$ cat config.mk
export PLATFORM = sky130hd
export DESIGN_NAME = video_chip_register_file
export DESIGN_NICKNAME = d
export VERILOG_FILES = /design/src/design/vcrf_pkg.sv /design/src/design/video_chip_register_file.sv
export VERILOG_INCLUDE_DIRS = /design/src /design/src/design
export SDC_FILE = /design/constraint.sdc
export NUM_CORES = 1
export LEC_CHECK = 0
export ABC_CLOCK_PERIOD_IN_PS = 2700
export BUFFER_PORTS_ARGS = -buffer_cell sky130_fd_sc_hd__buf_4
export CORE_UTILIZATION = 25
export DETAILED_ROUTE_END_ITERATION = 7
export HOLD_SLACK_MARGIN = 0.05
export PLACE_DENSITY = 0.4
export RECOVER_POWER = 25
export SYNTH_ARGS = -nofsm -noshare
export SYNTH_HDL_FRONTEND = slang
export SYNTH_SLANG_ARGS = --single-unit
$ cat constraint.sdc
create_clock -name clk -period 2.7 [get_ports clk]
set_input_delay 0.135 -clock clk [delete_from_list [all_inputs] [get_ports clk]]
set_output_delay 0.135 -clock clk [all_outputs]
set_load 0.1 [all_outputs]
$ cat src/design/assert_macros.svh
// assertion macros shared by the register file rtl
`ifndef ASSERT_MACROS_SVH
`define ASSERT_MACROS_SVH

// consequent checked in the cycle after the antecedent
`define VCRF_ASSERT_NEXT(label, clk, rst_n, ante, cons, msg) \
  label: assert property (@(posedge clk) disable iff (!rst_n) (ante) |=> (cons)) \
    else $error(msg);

// consequent checked in the same cycle as the antecedent
`define VCRF_ASSERT_SAME(label, clk, rst_n, ante, cons, msg) \
  label: assert property (@(posedge clk) disable iff (!rst_n) (ante) |-> (cons)) \
    else $error(msg);

`endif

$ cat src/design/vcrf_pkg.sv
// constants for the video chip register file: commands, register map, read fill bits
`default_nettype none

package vcrf_pkg;

  localparam int SPRITE_COUNT = 8;
  localparam int SPR_IDX_W    = $clog2(SPRITE_COUNT);
  localparam int COLOR_COUNT  = 15;
  localparam int COLOR_IDX_W  = $clog2(COLOR_COUNT);

  // bus commands; any other code makes no bus access
  localparam logic [1:0] CMD_READ  = 2'd0;
  localparam logic [1:0] CMD_WRITE = 2'd1;

  // register map
  localparam logic [5:0] ADDR_XHIGH     = 6'h10;
  localparam logic [5:0] ADDR_CTRL1     = 6'h11;
  localparam logic [5:0] ADDR_RASTER    = 6'h12;
  localparam logic [5:0] ADDR_PEN_X     = 6'h13;
  localparam logic [5:0] ADDR_PEN_Y     = 6'h14;
  localparam logic [5:0] ADDR_SPR_EN    = 6'h15;
  localparam logic [5:0] ADDR_CTRL2     = 6'h16;
  localparam logic [5:0] ADDR_SPR_YEXP  = 6'h17;
  localparam logic [5:0] ADDR_MEM_PTR   = 6'h18;
  localparam logic [5:0] ADDR_IRQ_REQ   = 6'h19;
  localparam logic [5:0] ADDR_IRQ_MASK  = 6'h1A;
  localparam logic [5:0] ADDR_SPR_PRIO  = 6'h1B;
  localparam logic [5:0] ADDR_SPR_MC    = 6'h1C;
  localparam logic [5:0] ADDR_SPR_XEXP  = 6'h1D;
  localparam logic [5:0] ADDR_SS_HITS   = 6'h1E;
  localparam logic [5:0] ADDR_SB_HITS   = 6'h1F;
  localparam logic [1:0] ADDR_COLOR_HI  = 2'b10;
  localparam logic [3:0] ADDR_COLOR_GAP = 4'hF;

  // bits forced on when read
  localparam logic [7:0] FILL_CTRL2   = 8'hC0;
  localparam logic [7:0] FILL_MEM_PTR = 8'h01;
  localparam logic [2:0] FILL_IRQ_REQ = 3'b111;
  localparam logic [3:0] FILL_NIBBLE  = 4'hF;
  localparam logic [7:0] READ_UNUSED  = 8'hFF;

endpackage

`default_nettype wire

$ cat src/design/video_chip_register_file.sv
// top level of the video chip register file: bus access, event latches, read mux
`default_nettype none

//  channel   ports                                   transfer
//  --------  --------------------------------------  --------------------------------
//  command   start, busy, in_cmd .. in_irq_events    start high and busy low at clk
//  result    out_valid, out_rdata, out_irq_pending   out_valid high, one cycle only
//
// one command is taken every cycle while busy is low; its result shows on the cycle after the transfer
// state is updated at the same edge the command is taken, so back-to-back accesses
// see each other's writes with no gap
// rst_n is synchronous; busy is high while rst_n is low and low otherwise
// the receiver cannot stall, so out_valid is a one-cycle strobe per command

module video_chip_register_file (
  input  wire logic       clk,
  input  wire logic       rst_n,
  input  wire logic       start,
  output logic            busy,
  input  wire logic [1:0] in_cmd,
  input  wire logic [5:0] in_addr,
  input  wire logic [7:0] in_wdata,
  input  wire logic [8:0] in_raster_line,
  input  wire logic [7:0] in_pen_x,
  input  wire logic [7:0] in_pen_y,
  input  wire logic [7:0] in_sprite_hit_events,
  input  wire logic [7:0] in_backdrop_hit_events,
  input  wire logic [3:0] in_irq_events,
  output logic            out_valid,
  output logic [7:0]      out_rdata,
  output logic            out_irq_pending
);

  import vcrf_pkg::*;

  `include "assert_macros.svh"

  // stored registers
  logic [8:0] xpos_r   [SPRITE_COUNT];
  logic [8:0] xpos_nxt [SPRITE_COUNT];
  logic [7:0] ypos_r   [SPRITE_COUNT];
  logic [7:0] ypos_nxt [SPRITE_COUNT];
  logic [3:0] color_r  [COLOR_COUNT];
  logic [3:0] color_nxt[COLOR_COUNT];

  logic [7:0] ctrl1_r, ctrl1_nxt;
  logic [7:0] ctrl2_r, ctrl2_nxt;
  logic [7:0] raster_cmp_r, raster_cmp_nxt;
  logic [7:0] spr_en_r, spr_en_nxt;
  logic [7:0] spr_yexp_r, spr_yexp_nxt;
  logic [7:0] spr_xexp_r, spr_xexp_nxt;
  logic [7:0] spr_prio_r, spr_prio_nxt;
  logic [7:0] spr_mc_r, spr_mc_nxt;
  logic [7:0] mem_ptr_r, mem_ptr_nxt;
  logic [3:0] irq_req_r, irq_req_nxt;
  logic [3:0] irq_mask_r, irq_mask_nxt;
  logic [7:0] ss_hits_r, ss_hits_nxt;
  logic [7:0] sb_hits_r, sb_hits_nxt;

  // result register
  logic       out_valid_r;
  logic [7:0] out_rdata_r, out_rdata_nxt;
  logic       out_irq_r, out_irq_nxt;

  logic                   accept;
  logic                   is_read;
  logic                   is_write;
  logic                   is_sprite_addr;
  logic                   is_color_addr;
  logic [SPR_IDX_W-1:0]   spr_idx;
  logic [COLOR_IDX_W-1:0] color_idx;
  logic [7:0]             xhigh_bits;

  // no wait states: the only time a command is refused is during reset
  assign busy   = ~rst_n;
  assign accept = start & ~busy;

  assign is_read        = accept & (in_cmd == CMD_READ);
  assign is_write       = accept & (in_cmd == CMD_WRITE);
  // sprite positions sit at the bottom 16 addresses, x/y interleaved
  assign is_sprite_addr = (in_addr[5:4] == 2'b00);
  assign spr_idx        = in_addr[SPR_IDX_W:1];
  // colors fill 0x20..0x2e, the last slot of that row is unused
  assign is_color_addr  = (in_addr[5:4] == ADDR_COLOR_HI) && (in_addr[3:0] != ADDR_COLOR_GAP);
  assign color_idx      = in_addr[COLOR_IDX_W-1:0];

  // ninth x bit of every sprite gathered into one byte
  always_comb begin
    for (int i = 0; i < SPRITE_COUNT; i++) begin
      xhigh_bits[i] = xpos_r[i][8];
    end
  end

  // read mux, sees the state before this command's write and events
  always_comb begin
    out_rdata_nxt = '0;
    if (is_read) begin
      if (is_sprite_addr) begin
        out_rdata_nxt = in_addr[0] ? ypos_r[spr_idx] : xpos_r[spr_idx][7:0];
      end else if (is_color_addr) begin
        out_rdata_nxt = {FILL_NIBBLE, color_r[color_idx]};
      end else begin
        case (in_addr)
          ADDR_XHIGH:    out_rdata_nxt = xhigh_bits;
          ADDR_CTRL1:    out_rdata_nxt = {in_raster_line[8], ctrl1_r[6:0]};
          ADDR_RASTER:   out_rdata_nxt = in_raster_line[7:0];
          ADDR_PEN_X:    out_rdata_nxt = in_pen_x;
          ADDR_PEN_Y:    out_rdata_nxt = in_pen_y;
          ADDR_SPR_EN:   out_rdata_nxt = spr_en_r;
          ADDR_CTRL2:    out_rdata_nxt = ctrl2_r | FILL_CTRL2;
          ADDR_SPR_YEXP: out_rdata_nxt = spr_yexp_r;
          ADDR_MEM_PTR:  out_rdata_nxt = mem_ptr_r | FILL_MEM_PTR;
          ADDR_IRQ_REQ:  out_rdata_nxt = {|(irq_req_r & irq_mask_r), FILL_IRQ_REQ, irq_req_r};
          ADDR_IRQ_MASK: out_rdata_nxt = {FILL_NIBBLE, irq_mask_r};
          ADDR_SPR_PRIO: out_rdata_nxt = spr_prio_r;
          ADDR_SPR_MC:   out_rdata_nxt = spr_mc_r;
          ADDR_SPR_XEXP: out_rdata_nxt = spr_xexp_r;
          ADDR_SS_HITS:  out_rdata_nxt = ss_hits_r;
          ADDR_SB_HITS:  out_rdata_nxt = sb_hits_r;
          default:       out_rdata_nxt = READ_UNUSED;
        endcase
      end
    end
  end

  // write decode and clear-on-read, then events merged on top
  always_comb begin
    xpos_nxt       = xpos_r;
    ypos_nxt       = ypos_r;
    color_nxt      = color_r;
    ctrl1_nxt      = ctrl1_r;
    ctrl2_nxt      = ctrl2_r;
    raster_cmp_nxt = raster_cmp_r;
    spr_en_nxt     = spr_en_r;
    spr_yexp_nxt   = spr_yexp_r;
    spr_xexp_nxt   = spr_xexp_r;
    spr_prio_nxt   = spr_prio_r;
    spr_mc_nxt     = spr_mc_r;
    mem_ptr_nxt    = mem_ptr_r;
    irq_req_nxt    = irq_req_r;
    irq_mask_nxt   = irq_mask_r;
    ss_hits_nxt    = ss_hits_r;
    sb_hits_nxt    = sb_hits_r;

    if (is_write) begin
      if (is_sprite_addr) begin
        if (in_addr[0]) begin
          ypos_nxt[spr_idx] = in_wdata;
        end else begin
          xpos_nxt[spr_idx][7:0] = in_wdata;
        end
      end else if (is_color_addr) begin
        color_nxt[color_idx] = in_wdata[3:0];
      end else begin
        case (in_addr)
          ADDR_XHIGH: begin
            for (int i = 0; i < SPRITE_COUNT; i++) begin
              xpos_nxt[i][8] = in_wdata[i];
            end
          end
          ADDR_CTRL1:    ctrl1_nxt      = in_wdata;
          ADDR_RASTER:   raster_cmp_nxt = in_wdata;
          ADDR_SPR_EN:   spr_en_nxt     = in_wdata;
          ADDR_CTRL2:    ctrl2_nxt      = in_wdata;
          ADDR_SPR_YEXP: spr_yexp_nxt   = in_wdata;
          ADDR_MEM_PTR:  mem_ptr_nxt    = in_wdata;
          // write-one-to-clear
          ADDR_IRQ_REQ:  irq_req_nxt    = irq_req_r & ~in_wdata[3:0];
          ADDR_IRQ_MASK: irq_mask_nxt   = in_wdata[3:0];
          ADDR_SPR_PRIO: spr_prio_nxt   = in_wdata;
          ADDR_SPR_MC:   spr_mc_nxt     = in_wdata;
          ADDR_SPR_XEXP: spr_xexp_nxt   = in_wdata;
          default:       ;
        endcase
      end
    end

    // collision latches clear on read
    if (is_read && (in_addr == ADDR_SS_HITS)) begin
      ss_hits_nxt = '0;
    end
    if (is_read && (in_addr == ADDR_SB_HITS)) begin
      sb_hits_nxt = '0;
    end

    // events land after the access
    if (accept) begin
      ss_hits_nxt = ss_hits_nxt | in_sprite_hit_events;
      sb_hits_nxt = sb_hits_nxt | in_backdrop_hit_events;
      irq_req_nxt = irq_req_nxt | in_irq_events;
    end
  end

  // pending flag from the state as it stands after this command
  assign out_irq_nxt = |(irq_req_nxt & irq_mask_nxt);

  always_ff @(posedge clk) begin
    if (!rst_n) begin
      for (int i = 0; i < SPRITE_COUNT; i++) begin
        xpos_r[i] <= '0;
        ypos_r[i] <= '0;
      end
      for (int i = 0; i < COLOR_COUNT; i++) begin
        color_r[i] <= '0;
      end
      ctrl1_r      <= '0;
      ctrl2_r      <= '0;
      raster_cmp_r <= '0;
      spr_en_r     <= '0;
      spr_yexp_r   <= '0;
      spr_xexp_r   <= '0;
      spr_prio_r   <= '0;
      spr_mc_r     <= '0;
      mem_ptr_r    <= '0;
      irq_req_r    <= '0;
      irq_mask_r   <= '0;
      ss_hits_r    <= '0;
      sb_hits_r    <= '0;
      out_valid_r  <= 1'b0;
    end else begin
      xpos_r       <= xpos_nxt;
      ypos_r       <= ypos_nxt;
      color_r      <= color_nxt;
      ctrl1_r      <= ctrl1_nxt;
      ctrl2_r      <= ctrl2_nxt;
      raster_cmp_r <= raster_cmp_nxt;
      spr_en_r     <= spr_en_nxt;
      spr_yexp_r   <= spr_yexp_nxt;
      spr_xexp_r   <= spr_xexp_nxt;
      spr_prio_r   <= spr_prio_nxt;
      spr_mc_r     <= spr_mc_nxt;
      mem_ptr_r    <= mem_ptr_nxt;
      irq_req_r    <= irq_req_nxt;
      irq_mask_r   <= irq_mask_nxt;
      ss_hits_r    <= ss_hits_nxt;
      sb_hits_r    <= sb_hits_nxt;
      out_valid_r  <= accept;
    end
  end

  // result payload, no reset needed
  always_ff @(posedge clk) begin
    if (accept) begin
      out_rdata_r <= out_rdata_nxt;
      out_irq_r   <= out_irq_nxt;
    end
  end

  assign out_valid       = out_valid_r;
  assign out_rdata       = out_rdata_r;
  assign out_irq_pending = out_irq_r;

  // every transfer gives exactly one strobe on the next cycle
  `VCRF_ASSERT_NEXT(a_strobe_follows, clk, rst_n, accept, out_valid_r, "missing result strobe")
  `VCRF_ASSERT_NEXT(a_no_extra_strobe, clk, rst_n, !accept, !out_valid_r, "result without transfer")
  // non-read commands return zero data
  `VCRF_ASSERT_NEXT(a_rdata_zero, clk, rst_n, accept && (in_cmd != CMD_READ),
                    out_rdata_r == '0, "nonzero data on non-read")
  // a collision read leaves only the same cycle's events in the latch
  `VCRF_ASSERT_NEXT(a_hit_clear, clk, rst_n, is_read && (in_addr == ADDR_SS_HITS),
                    ss_hits_r == $past(in_sprite_hit_events), "collision latch not cleared")
  // reported pending flag matches the stored request and mask
  `VCRF_ASSERT_SAME(a_irq_match, clk, rst_n, out_valid_r,
                    out_irq_r == (|(irq_req_r & irq_mask_r)), "pending flag mismatch")

endmodule

`default_nettype wire

## Word level (Yosys, flattened, before mapping)

Index checks and enable logic that the tools add are counted.

| storage, ports and cells | value |
|---|---|
| register bits | 291 |
| input bits | 64 |
| logic and storage cells | 177 |

| cells by class | value |
|---|---|
| magnitude comparators | 4 |
| equality and inequality tests | 21 |
| muxes and demuxes | 60 |
| bitwise operators | 16 |
| reductions and logical operators | 22 |

Operators by type and width:

| cell | count |
|---|---|
| 8-bit one-hot mux with 16 select lines | 1 |
| 8-bit two-way mux | 13 |
| 6-bit by 5-bit equality test with 1-bit output (second input constant) | 16 |
| 72-bit bitwise mux | 1 |
| 72-bit two-way mux | 1 |
| 64-bit bitwise mux | 1 |
| 60-bit bitwise mux | 1 |
| 4-bit two-way mux | 12 |
| 4-bit AND reduction | 9 |
| 9-bit binary-select mux with 3-bit select | 1 |
| 9-bit demux with 3-bit select | 1 |
| 8-bit binary-select mux with 3-bit select | 1 |
| 8-bit demux with 3-bit select | 1 |
| 1-bit two-way mux | 24 |
| 4-bit binary-select mux with 4-bit select | 1 |
| 4-bit demux with 4-bit select | 1 |
| 8-bit OR | 2 |
| 4-bit bitwise AND | 3 |
| 3-bit AND reduction | 3 |
| 4-bit OR reduction | 2 |
| 5-bit greater-or-equal comparator (second input constant) | 1 |
| 1-bit logical AND | 5 |
| 5-bit by 1-bit < comparator with 1-bit output (second input constant) | 1 |
| 4-bit NOT with 5-bit output | 1 |
| 13 further kinds | 20 |

## Depth between registers and ports, before layout

Gate-level depths: netlist of the first run.

| logic depth | value |
|---|---|
| depth in word-level cells | 10 |
| depth in mapped cells | 9 |

## Least setup slack after synthesis of the first run

No wires, ideal clock.

| path | value |
|---|---|
| path kind | input to register |
| start point | input in_addr[1] |
| end point | register out_rdata_r[5] (netlist: out_rdata[5]) (data pin) |
| arrival time | 1.818 ns |
| required time | 2.442 ns |
| setup slack | 0.624 ns |
| stages on the path | 6 |
| path through | buf_2 buf_2 buf_2 mux4_2 mux4_2 o221a_2 |

| between the ends | value |
|---|---|
| cells in the longest elaborated chain, start to end | 6 |
| elaborated cells between the ends (all ways) | 29 |
| classes of those cells | 17 x eq/ne; 10 x mux; 1 x bitwise; 1 x reduce/logical |

RTL lines:

| what | RTL line | RTL |
|---|---|---|
| start, declared | video_chip_register_file.sv:21 | `input wire logic [5:0] in_addr,` |
| 3-bit NOT with 4-bit output (not written as such) | video_chip_register_file.sv:99 | `out_rdata_nxt = in_addr[0] ? ypos_r[spr_idx] : xpos_r[spr_idx][7:0];` |
| 9-bit binary-select mux with 3-bit select / 8-bit binary-select mux with 3-bit select (equally long branches) | video_chip_register_file.sv:99 |  |
| 8-bit two-way mux (not written as such) (2 in series) | video_chip_register_file.sv:99 |  |
| 8-bit two-way mux | video_chip_register_file.sv:99 |  |
| 8-bit two-way mux (*) | video_chip_register_file.sv:98 | `if (is_sprite_addr) begin` |
| end signal, assigned | video_chip_register_file.sv:244 | `out_rdata_r <= out_rdata_nxt;` |
| end, declared | video_chip_register_file.sv:62 | `logic [7:0] out_rdata_r, out_rdata_nxt;` |

Mark *: on every way between the ends. The rest lies on a longest branch, timed or not. The select of a mux whose other input is x is not followed.
A chain may end at the register's enable or synchronous reset.

## Final worst setup path of the first run

| path | value |
|---|---|
| start point | input in_addr[3] |
| end point | register out_rdata_r[3] (netlist: out_rdata[3]) (data pin) |

| between the ends | value |
|---|---|
| cells in the longest elaborated chain, start to end | 6 |
| elaborated cells between the ends (all ways) | 33 |
| classes of those cells | 17 x eq/ne; 13 x mux; 2 x bitwise; 1 x reduce/logical |

RTL lines:

| what | RTL line | RTL |
|---|---|---|
| 4-bit NOT with 5-bit output (not written as such) / 3-bit NOT with 4-bit output (equally long branches) | video_chip_register_file.sv:101, video_chip_register_file.sv:99 |  |
| 4-bit binary-select mux with 4-bit select, or another cell as far along | video_chip_register_file.sv:101 | `out_rdata_nxt = {FILL_NIBBLE, color_r[color_idx]};` |
| 4-bit two-way mux (not written as such) / 8-bit two-way mux (equally long branches) (2 in series) | video_chip_register_file.sv:101, video_chip_register_file.sv:99 |  |
| 8-bit two-way mux (on tied branches) | video_chip_register_file.sv:100, video_chip_register_file.sv:99 |  |
| 8-bit two-way mux (*) | video_chip_register_file.sv:98 |  |

Marked as above.

==> results.sh, run 1 <==
export IMPL_setup_tns_ps=0
export IMPL_cap_violations=0
export IMPL_grt_pass1_wl_um=72600
export IMPL_placedCellCount=2094
export IMPL_critical_path_class="in2reg"
export IMPL_tightest_slew_ps=1210
export IMPL_vdd_ir_drop_worst_mv=0.320
export IMPL_end_kind="register"
export IMPL_clkTransAtPathRegs_ps=70
export IMPL_cp_arrival_ps=2500
export IMPL_cts_setup_buffers=0
export IMPL_routed_wl_um=48600
export IMPL_die_h_um=231
export IMPL_reg2reg_to="out_rdata[3]$_SDFFCE_PN0N_"
export IMPL_die_x_um=231
export IMPL_setup_violations=0
export IMPL_yosysSeqAreaShare_pct=44.9
export IMPL_rsz0062_at_grt="no"
export IMPL_dpl_cell_area_sq_mm=0.0147
export IMPL_regArea_sq_mm=0.00590
export IMPL_r2r_start="xhigh_bits[3]$_SDFFE_PN0P_"
export IMPL_grt_ovfl_total=0
export IMPL_vias=10900
export IMPL_vias_per_cell=5.01
export IMPL_hp_start="in_wdata[1]"
export IMPL_multiInputGateArea_sq_mm=0.00671
export IMPL_finalHoldViolations=0
export IMPL_htree_num_levels=2
export IMPL_synth_seq_cells=290
export IMPL_first_pass_iters=5
export IMPL_numCtsBuffers=36
export IMPL_yosys_warnings=0
export IMPL_ys_flop_type="dfxtp_1"
export IMPL_rows=83
export IMPL_syn2layout_area_growth_pct=22.6
export IMPL_antenna_left=0
export IMPL_root_buffer="clkbuf_16"
export IMPL_die_area_sq_mm=0.0534
export IMPL_syn_nets=1446
export IMPL_insertion_delay_ps=550
export IMPL_layout_nets=1543
export IMPL_rrSetupSlack_ps=780
export IMPL_fmax_ghz=0.447
export IMPL_drt_iter0_drc=955
export IMPL_grt_max_degree=80
export IMPL_fin_crit_ps=2240
export IMPL_start_util_pct=25.4
export IMPL_clock_sinks=290
export IMPL_antenna_found_initial=0
export IMPL_powerDensity_mw_per_mm2=619
export IMPL_drv_slew=0
export IMPL_reg2regPathDepth=5
export IMPL_outcome="complete, no violations"
export IMPL_worst_ep_required_time_ps=2970
export IMPL_gp_congestion=0.894
export IMPL_fillers=5351
export IMPL_hold_slack_ps=108
export IMPL_synth_edff_count=9
export IMPL_grt_pass1_vias=10800
export IMPL_startpoint_type="primary input"
export IMPL_period_share_pct=82.8
export IMPL_drive_gt1_share_pct=16.8
export IMPL_design_area_sq_mm=0.0161
export IMPL_critical_path_endpoint="out_rdata[3]$_SDFFCE_PN0N_"
export IMPL_maxSlewHeadroom_pct=18.7
export IMPL_routedWlPerCell_um=22.2
export IMPL_hpwl_um=32500
export IMPL_ctsLongestPathBuffers=3
export IMPL_synth_largest_area_cell="dfxtp_1"
export IMPL_synth_commonest_cells="281 x dfxtp_1, 221 x mux2i_1, 221 x nor2_1, 94 x nand2_1, 87 x clkbuf_1"
export IMPL_yosysTopAreaCellShare_pct=42.8
export IMPL_power_leakage_nw=6.11
export IMPL_synth_area_sq_mm=0.0131
export IMPL_cts_tree="yes"
export IMPL_skew_ps=21.9
export IMPL_grt_usage_pct=18.2
export IMPL_yosysMostFrequentCell="dfxtp_1"
export IMPL_postSynthAreaPerCell_sq_um=9.50
export IMPL_critPathMaxFanout=11
export IMPL_hold_path_class="in2reg"
export IMPL_diodes=0
export IMPL_ys_top_cells_by_area="dfxtp_1 43%, mux2i_1 17%, nor2_1 6.3%"
export IMPL_async_flop_share_pct=0
export IMPL_ys_types=60
export IMPL_fin_util_pct=31.2
export IMPL_syn_inst=1382
export IMPL_portBuffers=74
export IMPL_core_area_sq_mm=0.0516
export IMPL_ios=75
export IMPL_final_cells=2185
export IMPL_cp_startpoint="in_addr[3]"
export IMPL_drc=0
[metal layers]
layer  wire (um)  up-vias  global-route usage, %
li1            -     5158                      -
met1       22600     5366                   24.9
met2       21800      346                   28.8
met3        2800       78                   3.08
met4        1330        0                   5.73
met5           0        -                      0
[per-stage QoR]
step / total power [mW] / setup slack (ps)
after floorplan: 4.86 / 624
after global placement: 5.21 / -90.5
after detailed placement: 5.21 / -44.1
after CTS: 10.1 / 540
after global routing: 10.3 / 337
final: 9.97 / 463
[worst min-delay path by stage]
stage                     slack (ps)                          to  cells past startpoint
after CTS                         80  out_rdata[6]$_SDFFCE_PN0N_                      3
after detailed placement         360     sb_hits_r[0]$_SDFF_PN0_                      2
after global routing             110  out_rdata[6]$_SDFFCE_PN0N_                      3
after floorplan                  270     sb_hits_r[1]$_SDFF_PN0_                      1
after global placement           360     ss_hits_r[1]$_SDFF_PN0_                      2
final                            110      ypos_r[1]$_SDFFE_PN0P_                      3
[worst max-delay path, cell delays in order]
cell	delay (ps)
buf_4	130
buf_4	200
nand2b_1	460
nor3_1	220
a22oi_1	350
nand4_1	140
nor4_1	680
o22ai_1	180
[area by class of cell]
class,instances,share of cell area (%)
Clock buffer,54,6.77
Clock inverter,10,0.567
Inverter,4,0.140
Multi-Input combinational cell,966,41.7
Sequential cell,290,36.6
Tap cell,680,5.29
Timing Repair Buffer,181,8.92
[state kept, by name (all words and copies together), names as in the netlist]
signal / flops
color_r: 60
ctrl1_r: 7
ctrl2_r: 6
irq_mask_r: 4
irq_req_r: 4
mem_ptr_r: 7
out_irq_pending: 1
out_rdata: 8
out_valid: 1
sb_hits_r: 8
spr_en_r: 8
spr_mc_r: 8
spr_prio_r: 8
spr_xexp_r: 8
spr_yexp_r: 8
ss_hits_r: 8
xhigh_bits: 8
xpos_r: 64
ypos_r: 64
[cells in the final DEF (no fill, tap or decap), drive strengths merged, types with 14 or more instances in the layout]
cell         instances
a22o                21
buf                140
mux4                27
mux2i              221
a22oi               52
nor4                14
nor3                20
nand3               65
nor2               227
a21oi               76
nand2               94
clkbuf              68
dfxtp              281
o21ai               23
dlygate4sd3         27
[cells by family (layout without fill, tap and decap cells)]
family / count (synthesis) / count (layout) / share of synthesized area (%)
xor+xnor: 1 / 1 / 0.0667
compound gates: 228 / 228 / 11.7
simple gates: 480 / 480 / 17.2
flops: 290 / 290 / 44.9
buf+inv: 126 / 249 / 3.92
mux: 257 / 257 / 22.3
[power breakdown]
part | leakage (nW) | internal [mW] | switching (mW)
clock network | 0.590 | 2.89 | 1.94
registers | 2.34 | 4.33 | 0.0299
logic | 3.17 | 0.235 | 0.538
[repair_timing]
action | 4_1_cts | 5_1_grt
gates resized for setup | 0 | 0
hold endpoints to repair | 46 | 0
hold buffers | 27 | 0
(Power assumes the default switching activity.)
==> run 2: changes to the inputs <==
--- a/config.mk
+++ b/config.mk
@@ -6,12 +6,13 @@
 export SDC_FILE = /design/constraint.sdc
 export NUM_CORES = 1
 export LEC_CHECK = 0
-export ABC_CLOCK_PERIOD_IN_PS = 2700
+export ABC_AREA = 1
+export ABC_CLOCK_PERIOD_IN_PS = 2000
 export BUFFER_PORTS_ARGS = -buffer_cell sky130_fd_sc_hd__buf_4
 export CORE_UTILIZATION = 25
 export DETAILED_ROUTE_END_ITERATION = 7
 export HOLD_SLACK_MARGIN = 0.05
-export PLACE_DENSITY = 0.4
+export PLACE_DENSITY = 0.42
 export RECOVER_POWER = 25
 export SYNTH_ARGS = -nofsm -noshare
 export SYNTH_HDL_FRONTEND = slang
==> constraint.sdc (replaced) <==
create_clock -name clk -period 2 [get_ports clk]
set_input_delay 0.1 -clock clk [delete_from_list [all_inputs] [get_ports clk]]
set_output_delay 0.1 -clock clk [all_outputs]
set_load 0.1 [all_outputs]
==> results.sh, run 2 <==
export IMPL_ys_types=30
export IMPL_ys_flop_type="dfxtp_1"
export IMPL_reg_top3="xpos_r x64, ypos_r x64, color_r x60"
export IMPL_die_h_um=236
export IMPL_period_share_pct=92.7
export IMPL_grt_usage_pct=18.4
export IMPL_layout_common_cells="545 x nand2_1, 281 x dfxtp_1, 257 x o21ai_0, 248 x a21oi_1, 181 x nand3_1"
export IMPL_drive_gt1_share_pct=11.5
export IMPL_skew_ps=20.2
export IMPL_drc=0
export IMPL_vdd_ir_drop_worst_mv=0.508
export IMPL_ys_top_cells_by_area="dfxtp_1 41%, nand2_1 15%, o21ai_0 9.4%"
export IMPL_fin_util_pct=31.1
export IMPL_numCtsBuffers=37
export IMPL_synthMuxAreaShare_pct=0
export IMPL_maxSlewHeadroom_pct=36.4
export IMPL_grt_pass1_wl_um=78900
export IMPL_diodes=0
export IMPL_layout_nets=2213
export IMPL_synth_area_sq_mm=0.0137
export IMPL_holdPathStages=6
export IMPL_yosysSeqAreaShare_pct=43.2
export IMPL_synth_edff_count=9
export IMPL_synthSimpleGateAreaFrac_pct=27.1
export IMPL_die_area_sq_mm=0.0556
export IMPL_synth_compound_area_share_pct=20.4
export IMPL_yosysTopAreaCellShare_pct=41.2
export IMPL_fmax_ghz=0.540
export IMPL_hold_path_class="in2reg"
export IMPL_syn_nets=2100
export IMPL_vias_per_cell=4.71
export IMPL_first_pass_iters=5
export IMPL_critical_path_endpoint="spr_yexp_r[3]$_SDFFE_PN0P_"
export IMPL_wl_met3_um=2190
export IMPL_die_x_um=236
export IMPL_postSynthAreaPerCell_sq_um=6.71
export IMPL_gp_congestion=0.855
export IMPL_syn_inst=2036
export IMPL_grt_ovfl_total=0
export IMPL_layout_cells_most_common="nand2_1"
export IMPL_clkTransAtPathRegs_ps=60
export IMPL_cp_cell_sequence="dlygate4sd3_1, buf_4, nand2_2, nor3_4, clkbuf_1, nand2_1, inv_1, nand2_1, inv_2, o21ai_0, a21oi_1"
export IMPL_syn2layout_area_growth_pct=22.9
export IMPL_fin_crit_ps=1850
export IMPL_rows=85
export IMPL_reg2reg_to="out_rdata[2]$_SDFFCE_PN0N_"
export IMPL_cp_top_family="buffers and inverters"
export IMPL_synth_commonest_cells="545 x nand2_1, 281 x dfxtp_1, 257 x o21ai_0, 248 x a21oi_1, 181 x nand3_1"
export IMPL_async_flop_share_pct=0
export IMPL_ctsLongestPathBuffers=3
export IMPL_synth_seq_cells=290
export IMPL_root_buffer="clkbuf_16"
export IMPL_yosysMostFrequentCell="nand2_1"
export IMPL_cp_arrival_ps=2330
export IMPL_portBuffers=74
export IMPL_synth_largest_area_cell="dfxtp_1"
export IMPL_rrSetupSlack_ps=520
export IMPL_critPathBufInv=5
export IMPL_post_synth_fa_ha_maj_area_fraction_pct=0
export IMPL_power_mw=13.4
export IMPL_antenna_left=0
export IMPL_yosys_warnings=0
export IMPL_hp_start="in_wdata[1]"
export IMPL_finalHoldViolations=0
export IMPL_grt_max_degree=187
export IMPL_htree_num_levels=2
export IMPL_routed_wl_um=51300
export IMPL_dpl_cell_area_sq_mm=0.0154
export IMPL_drt_iter0_drc=970
export IMPL_vias=13500
export IMPL_critical_path_class="in2reg"
export IMPL_wl_met2_um=22400
export IMPL_design_area_sq_mm=0.0168
export IMPL_top_layer_used="met4"
export IMPL_tightest_slew_ps=953
export IMPL_drt_met1_wl_um=25400
export IMPL_ios=75
export IMPL_critPathMaxFanout=12
export IMPL_outcome="complete, no violations"
export IMPL_antenna_found_initial=0
export IMPL_rsz0062_at_grt="no"
export IMPL_cp_depth=11
export IMPL_slowest_delay_ps=530
export IMPL_powerDensity_mw_per_mm2=799
export IMPL_cap_violations=0
export IMPL_core_area_sq_mm=0.0539
export IMPL_crit_top_cell="nand2_1"
export IMPL_clock_sinks=290
export IMPL_end_kind="register"
export IMPL_synth_top_family_by_area="simple AND/OR/NAND/NOR gates"
export IMPL_hpwl_um=35000
export IMPL_start_util_pct=25.3
export IMPL_routedWlPerCell_um=17.9
export IMPL_worst_ep_required_time_ps=2470
export IMPL_drv_slew=0
export IMPL_cts_tree="yes"
export IMPL_startpoint_type="primary input"
export IMPL_cp_startpoint="start"
export IMPL_power_leakage_nw=6.39
export IMPL_insertion_delay_ps=560
export IMPL_r2r_start="xpos_r[38]$_SDFFE_PN0P_"
export IMPL_cpMaxStageDelayCell="dlygate4sd3_1"
export IMPL_reg2regPathDepth=10
export IMPL_synthXorXnorAreaFrac_pct=0
export IMPL_grt_pass1_vias=12900
export IMPL_setup_violations=0
==> run 2: cell count changes after synthesis, sizes merged, moves of 81 or more <==
| cell | before | now |
|---|---|---|
| nand2 | 94 | 554 |
| o21ai | 23 | 259 |
| mux2i | 221 | 0 |
| inv | 3 | 184 |
| a21oi | 76 | 248 |
| nand3 | 65 | 182 |
| nor2 | 227 | 146 |
==> run 2: worst min-delay path by stage <==
stage                                   end  slack [ps]
finish              irq_req_r[1]$_SDFF_PN0_         120
global route         xpos_r[1]$_SDFFE_PN0P_         100
CTS                 irq_req_r[1]$_SDFF_PN0_          80
detailed placement  sb_hits_r[1]$_SDFF_PN0_         310
global placement    ss_hits_r[2]$_SDFF_PN0_         310
floorplan           sb_hits_r[0]$_SDFF_PN0_         220
==> run 2: timing repair <==
action                     4_1_cts  5_1_grt
buffers inserted                 0        0
setup endpoints to repair        0        1
hold endpoints to repair        88        0
hold buffers                    29        0
gates resized for setup          0        1
==> run 2: worst register-to-register path, stage by stage (launching register included) <==
cell	delay, ps
dfxtp_1	310
nand2_1	50
o21ai_0	140
nand2_1	100
nand2_1	80
nand2_1	70
nand2_1	80
nand2_1	60
nand2_1	80
nor2_1	180
a21oi_1	90
==> run 2: cell type report <==
type / count / area, sq um
Inverter: 185 / 694
Multi-Input combinational cell: 1429 / 6490
Clock buffer: 56 / 1060
Fill cell: 5921 / 37100
Clock inverter: 10 / 100
Tap cell: 696 / 871
Sequential cell: 290 / 5900
Timing Repair Buffer: 206 / 1670
==> run 2: power by group <==
part / switching, mW / internal, mW / leakage, nW / total (mW)
Combinational: 0.710 / 0.316 / 3.47 / 1.03
Clock: 2.70 / 3.80 / 0.559 / 6.50
Sequential: 0.0322 / 5.85 / 2.36 / 5.88
==> run 2: logic make-up after synthesis <==
logic type             Yosys count
flip-flops                     290
AND/OR/NAND/NOR                894
AO/OA/AOI/OAI                  535
buffers and inverters          317
==> run 2: stage by stage <==
step | instances | setup TNS (ps) | setup WS (ps) | hold slack (ps)
global placement | 2777 | -92.9 | -76.1 | 311
detailed placement | 2777 | -133 | -61.5 | 314
floorplan | 2036 | 0 | 384 | 222
CTS | 2872 | 0 | 243 | 76.8
finish | 2872 | 0 | 147 | 116
global route | 2872 | 0 | 2.05 | 101
==> run 2: per-layer routing <==
layer / GRT usage, % / vias to the layer above
li1: - / 6873
met1: 26.6 / 6252
met2: 28.3 / 329
met3: 2.23 / 75
met4: 5.51 / 0
met5: 0 / -
==> run 3: changes to the inputs <==
--- a/config.mk
+++ b/config.mk
@@ -9,10 +9,13 @@
 export ABC_AREA = 1
 export ABC_CLOCK_PERIOD_IN_PS = 2000
 export BUFFER_PORTS_ARGS = -buffer_cell sky130_fd_sc_hd__buf_4
+export CELL_PAD_IN_SITES_DETAIL_PLACEMENT = 0
+export CELL_PAD_IN_SITES_GLOBAL_PLACEMENT = 1
 export CORE_UTILIZATION = 25
+export CTS_CLUSTER_DIAMETER = 60
 export DETAILED_ROUTE_END_ITERATION = 7
 export HOLD_SLACK_MARGIN = 0.05
-export PLACE_DENSITY = 0.42
+export PLACE_DENSITY = 0.53
 export RECOVER_POWER = 25
 export SYNTH_ARGS = -nofsm -noshare
 export SYNTH_HDL_FRONTEND = slang
==> results.sh, run 3 (synthesized netlist as in run 2, its figures left out) <==
export IMPL_worst_ep_required_time_ps=2490
export IMPL_layout_cells_most_common="nand2_1"
export IMPL_portBuffers=74
export IMPL_hpwl_um=36700
export IMPL_power_mw=13.9
export IMPL_gp_congestion=0.827
export IMPL_drc=0
export IMPL_die_h_um=236
export IMPL_cts_setup_buffers=0
export IMPL_clkTransAtPathRegs_ps=60
export IMPL_layout_common_cells="542 x nand2_1, 281 x dfxtp_1, 257 x o21ai_0, 248 x a21oi_1, 181 x nand3_1"
export IMPL_setup_violations=0
export IMPL_cp_cell_sequence="dlygate4sd3_1, clkbuf_4, nand2_2, nor3_4, buf_4, nand2_1, inv_2, buf_4, nand2_2, inv_2, buf_4, nor2_1, nor2_1"
export IMPL_r2r_start="ypos_r[58]$_SDFFE_PN0P_"
export IMPL_vdd_ir_drop_worst_mv=0.579
export IMPL_crit_top_cell="buf_4"
export IMPL_drt_iter0_drc=893
export IMPL_maxSlewHeadroom_pct=37.7
export IMPL_fmax_ghz=0.565
export IMPL_end_kind="register"
export IMPL_reg2reg_to="out_rdata[2]$_SDFFCE_PN0N_"
export IMPL_routedWlPerCell_um=18.6
export IMPL_cap_violations=0
export IMPL_ctsLongestPathBuffers=3
export IMPL_critical_path_class="in2reg"
export IMPL_cts_tree="yes"
export IMPL_drv_slew=0
export IMPL_layout_nets=2207
export IMPL_rows=85
export IMPL_first_pass_iters=5
export IMPL_antenna_found_initial=0
export IMPL_setup_tns_ps=0
export IMPL_outcome="complete, no violations"
export IMPL_syn2layout_area_growth_pct=23.7
export IMPL_die_area_sq_mm=0.0556
export IMPL_grt_usage_pct=19.2
export IMPL_numCtsBuffers=38
export IMPL_cp_depth=13
export IMPL_die_x_um=236
export IMPL_grt_ovfl_total=0
export IMPL_critical_path_endpoint="spr_yexp_r[4]$_SDFFE_PN0P_"
export IMPL_powerDensity_mw_per_mm2=820
export IMPL_fin_crit_ps=1770
export IMPL_core_area_sq_mm=0.0539
export IMPL_cp_top_family="buffers and inverters"
export IMPL_cp_startpoint="start"
export IMPL_skew_ps=21.0
export IMPL_antenna_left=0
export IMPL_period_share_pct=88.6
export IMPL_rrSetupSlack_ps=370
export IMPL_tightest_slew_ps=934
export IMPL_vias_per_cell=4.71
export IMPL_reg2regPathDepth=10
export IMPL_insertion_delay_ps=570
export IMPL_start_util_pct=25.3
export IMPL_critPathBufInv=7
export IMPL_cpMaxStageDelayCell="dlygate4sd3_1"
export IMPL_finalHoldViolations=0
export IMPL_vias=13500
export IMPL_slowest_delay_ps=520
export IMPL_grt_max_degree=186
export IMPL_clock_sinks=290
export IMPL_cp_arrival_ps=2260
export IMPL_reg_top3="xpos_r x64, ypos_r x64, color_r x60"
export IMPL_grt_pass1_wl_um=81300
export IMPL_drive_gt1_share_pct=12.2
export IMPL_routed_wl_um=53200
export IMPL_grt_pass1_vias=13000
export IMPL_critPathMaxFanout=10
export IMPL_diodes=0
export IMPL_hold_path_class="in2reg"
export IMPL_root_buffer="clkbuf_16"
export IMPL_startpoint_type="primary input"
export IMPL_htree_num_levels=2
export IMPL_ios=75
export IMPL_power_leakage_nw=6.45
export IMPL_rsz0062_at_grt="no"
==> run 3: cell types whose count changed in the layout (fill, tap and decap cells not counted), moves of 3 or more <==
cell / previous run / this run
nand2_2: 8 / 11
nand2_1: 545 / 542
clkbuf_1: 22 / 9
clkbuf_8: 4 / 9
==> run 3: worst min-delay path by stage <==
stage	startpoint	end	slack (ps)	cells after the start
2_1_floorplan	in_backdrop_hit_events[0]	sb_hits_r[0]$_SDFF_PN0_	220	1
3_3_place_gp	in_backdrop_hit_events[0]	sb_hits_r[0]$_SDFF_PN0_	310	2
3_5_place_dp	in_backdrop_hit_events[0]	sb_hits_r[0]$_SDFF_PN0_	310	2
4_1_cts	in_wdata[2]	ctrl2_r[2]$_SDFFE_PN0P_	60	3
5_1_grt	rst_n	irq_mask_r[2]$_SDFF_PN0_	120	4
6_report	rst_n	irq_mask_r[0]$_SDFF_PN0_	80	4
==> run 3: worst register-to-register path: cells and delay by family (launching register included) <==
kind / cells / cell delay, ps
buffers and inverters: 1 / 50
DFF: 1 / 300
and+or+nand+nor: 7 / 630
AOI/OAI and AO/OA: 2 / 490
==> run 3: metal layers <==
layer  up-vias  part of all wire [%]  track usage [%]  wire length, um
met3        71                   3.8             2.53             2020
met5         -                     0                0                0
met1      6314                    49             26.7            26000
li1       6863                     -                -                -
met4         0                   2.5             6.00             1340
met2       269                    45             30.7            23900
==> run 3: what timing repair did <==
| item | CTS | global route |
|---|---|---|
| endpoints found under the hold margin | 77 | 0 |
| hold buffers | 27 | 0 |
| resized for setup | 0 | 3 |
| setup endpoints to repair | 0 | 6 |
==> run 3: final cells by class <==
type | count | area, sq um
clock buffers | 54 | 1100
clock inverters | 15 | 179
fillers | 6002 | 37000
inverters | 185 | 694
multi-input cells | 1429 | 6490
flip-flops and latches | 290 | 5900
well taps | 696 | 871
repair buffers | 199 | 1670
==> run 3: report_power, final <==
group	internal, mW	switching, mW
clock network	4.13	2.81
registers	5.85	0.0357
logic	0.317	0.710
==> run 3: through the flow <==
step           instance area [sq um]  util, %  setup WS, ps  cells  hold WS, ps
6_report                       16900     31.3           229   2868         84.0
2_1_floorplan                  13700        -           384   2036          222
5_1_grt                        16900     31.3          63.8   2868          117
4_1_cts                        16900     31.4           192   2868         60.9
3_3_place_gp                   15400     28.5          -168   2772          309
3_5_place_dp                   15400     28.5          -153   2772          312
